[config.mk]
export PLATFORM = sky130hd
export DESIGN_NAME = rme_sqrt_cell
export DESIGN_NICKNAME = d
export VERILOG_FILES = /design/src/rtl/rme_sqrt_cell.sv
export SDC_FILE = /design/constraint.sdc
export NUM_CORES = 1
export LEC_CHECK = 0
export BUFFER_PORTS_ARGS = -buffer_cell sky130_fd_sc_hd__buf_4
export CAP_MARGIN = 0
export CORE_AREA = 10 10 162 164
export CTS_CLUSTER_SIZE = 20
export DETAILED_ROUTE_END_ITERATION = 10
export DIE_AREA = 0 0 172 174
export PLACE_DENSITY = 0.61
export REMOVE_ABC_BUFFERS = 1
export SYNTH_ARGS = -nofsm -noshare
export SYNTH_HDL_FRONTEND = slang
export SYNTH_SLANG_ARGS = --single-unit
[constraint.sdc]
create_clock -name clk -period 8 [get_ports clk]
set_input_delay 0.8 -clock clk [delete_from_list [all_inputs] [get_ports clk]]
set_output_delay 0.8 -clock clk [all_outputs]
set_load 0.05 [all_outputs]
[src/rtl/rme_sqrt_cell.sv]
// One step of the pipelined integer square root (one result bit per cell).
// No dependencies.
module rme_sqrt_cell #(
  parameter int Step = 0
) (
  input  logic        clk,
  input  logic        en,
  input  logic [31:0] rem_in,
  input  logic [15:0] root_in,
  output logic [31:0] rem_out,
  output logic [15:0] root_out
);
  // keep the next root bit when the square of the candidate still fits
  logic [33:0] trial;
  logic [33:0] rem_hi;
  logic [15:0] cand;

  always_comb begin
    cand   = root_in | (16'd1 << (15 - Step));
    trial  = 34'(cand) * 34'(cand);
    rem_hi = {2'b00, rem_in};
  end

  always_ff @(posedge clk) begin
    if (en) begin
      rem_out  <= rem_in;
      root_out <= (trial <= rem_hi) ? cand : root_in;
    end
  end
endmodule

==> results.yml <==
timing:
  maxSlewViolCount: 0
  rsz0062_at_grt: "false"
  fin_crit_ps: 7556
  relSlewSlack: 0.5144
  hold_viol: 0
  tns_ps: 0
  worst_slack_ps: 444.1
  tightest_slew_ps: 728.4
  fmax_mhz: 132.3
  setup_viol: 0
  min_period_over_period: 0.9445
global_routing:
  grt_pass1_wl_um: 37110
  grt_max_degree: 49
  grt_overflow: 0
  antenna_found_initial: 0
  grt_pass1_vias: 7306
  grt_use_total: 0.1553
setup_path:
  cp.arrival_ps: 7730
  startpoint_type: "input pin"
  worstSetupPathType: "in -> reg"
  slowest_delay_ps: 540
  crit_start: "root_in[9]"
  cpMaxStageDelayCell: "fa_1"
  cp.required_ps: 8180
  end_kind: "flop"
  crit_fanout: 5
  path_common_cell: "fa_1"
placement:
  globalplace.congestion: 0.8576
  dpl.hpwl_um: 19340
  io_buffers: 97
  post-place-ws_ps: 32.14
layout:
  insertedDiodeCount: 0
  nets: 1444
  drive_gt1_frac: 0.1443
  area_growth_pct: 15.01
synth:
  syn_area_mm2: 0.009504
  syn_avg_cell_area_um2: 9.610
  synth_largest_area_cell: "fa_1"
  synth_seq_cells: 48
  synth-edff-count: 48
  yosysUniqueCellTypes: 58
  seq_area_frac_synth: 0.1517
  synthTopCellsByArea: "fa_1 (34%), ha_1 (17%), edfxtp_1 (15%)"
  ys_warn_count: 0
  synthCells: 989
  yosysTopAreaCellShare: 0.3412
  async_reset_ff_frac: 0
  ys.flop_type: "edfxtp_1"
cts:
  cts_root_buf: "clkbuf_16"
  clockBufferDepth: 2
  cts.clk_slew.worst_paths_ps: 80
  cts_buffers: 5
  tritoncts: "built"
  cts_max_level: 2
  cts-hold-fix-buffers: 0
  clock_sinks: 48
route:
  drc: 0
  drt_iter0_drc: 277
  vias: 6820
  avgRoutedWirePerCell_um: 16.11
  routed_wl_um: 22420
  postRouteAntennaNets: 0
  viasPerCell: 4.899
  dr.pass1.iters: 4
floorplan:
  die_w_um: 172
  rows: 56
  die_h_um: 174
  core_mm2: 0.02312
  pin_count: 98
  dieArea_mm2: 0.02993
  start_util: 0.4110
flow_run:
  maxCapViolations: 0
hold_path:
  hp-class: "in -> reg"
  hp-start: "rem_in[3]"
run_status:
  status: "complete, no violations"
-- layer usage --
| metal | vias up | share of wire | track usage |
|---|---|---|---|
| li1 | 3286 | - | - |
| met1 | 3399 | 0.40 | 0.1903 |
| met2 | 113 | 0.54 | 0.2841 |
| met3 | 22 | 0.042 | 0.02175 |
| met4 | 0 | 0.011 | 0.02443 |
| met5 | - | 0 | 0 |
-- Yosys cell counts, types with 2 or more instances --
library cell	n
and4_1	2
a31o_2	2
nand4_1	9
nor2_1	44
inv_1	275
o31ai_1	2
nor2b_1	4
xnor2_1	25
nand2_1	81
a221oi_1	2
clkinv_1	2
or3_1	2
and2_1	20
nand3_1	10
or2_2	2
and3_1	2
a21oi_1	31
and2_2	2
edfxtp_1	48
buf_6	3
nor3_1	4
nand2b_1	3
clkbuf_1	21
a21oi_2	3
o21bai_1	3
fa_1	162
a311o_1	2
a41oi_1	2
a21o_1	33
a31oi_1	6
o21ai_1	4
o21ai_0	13
xor2_1	11
ha_1	130
-- flip-flops by register name, summed over array words and instances, names as in the netlist --
| name | flops |
|---|---|
| root_out | 16 |
| rem_out | 32 |
-- per-stage QoR --
stage               instances  hold slack, ps    util  cell area [um^2]
global placement         1385           988.4  0.4641             10730
CTS                      1392           674.1  0.4721             10920
detailed placement       1385           989.2  0.4641             10730
global route             1392           673.9  0.4727             10930
finish                   1392           683.0  0.4727             10930
floorplan                 964           898.9       -              9384
-- placed cells by master (no fill, tap or decap), types with 2 or more instances in the layout --
master / synthesis / layout
inv_1: 275 / 275
fa_1: 162 / 162
buf_4: 1 / 131
ha_1: 130 / 130
nand2_1: 81 / 81
edfxtp_1: 48 / 48
nor2_1: 44 / 43
a21o_1: 33 / 33
a21oi_1: 31 / 31
xnor2_1: 25 / 25
and2_1: 20 / 20
o21ai_0: 13 / 13
xor2_1: 11 / 11
nand3_1: 10 / 10
nand4_1: 9 / 9
a31oi_1: 6 / 6
clkbuf_16: 0 / 5
o21ai_1: 4 / 4
nor3_1: 4 / 4
nor2b_1: 4 / 4
o21bai_1: 3 / 3
a21oi_2: 3 / 3
nand2b_1: 3 / 3
clkinv_1: 2 / 2
a221oi_1: 2 / 2
and4_1: 2 / 2
a31o_2: 2 / 2
a41oi_1: 2 / 2
and3_1: 2 / 2
and2_2: 2 / 2
o31ai_1: 2 / 2
a311o_1: 2 / 2
or2_2: 2 / 2
or3_1: 2 / 2
bufinv_16: 0 / 2
-- cell families (layout without fill, tap and decap cells) --
logic type	count (synthesis)	count (layout)	share of synthesized area
xor+xnor	36	36	0.03318
flops	48	48	0.1517
buf+inv	303	416	0.1224
simple gates	192	192	0.09347
fa+ha+maj	292	292	0.5124
mux	1	1	0.001185
compound gates	117	117	0.08571
-- what timing repair did --
action,CTS,global route
resized for setup,0,3
endpoints found under the setup margin,0,1
setup buffers,0,0
-- path summary, 6_finish.rpt --
path / end / slack [ps] / cells after the start
setup / recovery: root_out[15]$_SDFFCE_PP1P_ / 440 / 29
hold / removal: rem_out[3]$_DFFE_PP_ / 680 / 1
-- critical path, delay by kind of cell --
family | cells | cell delay, ps
AND/OR/NAND/NOR | 1 | 240
adder cells (fa/ha/maj) | 8 | 3390
AO/OA/AOI/OAI | 13 | 2510
buffers and inverters | 5 | 440
XOR/XNOR | 2 | 330
-- final cells by class --
class	count	area, um^2
clock buffer	5	125.1
clock inverter	2	60.06
fill	2253	12190
multi-input combinational	638	6914
sequential	48	1441
tap	290	362.8
timing repair buffer	131	983.4
inverter	278	1044
Power is left out: the tool's default activity adds up to more than one toggle a clock period on the data nets, which glitch-free logic cannot reach.
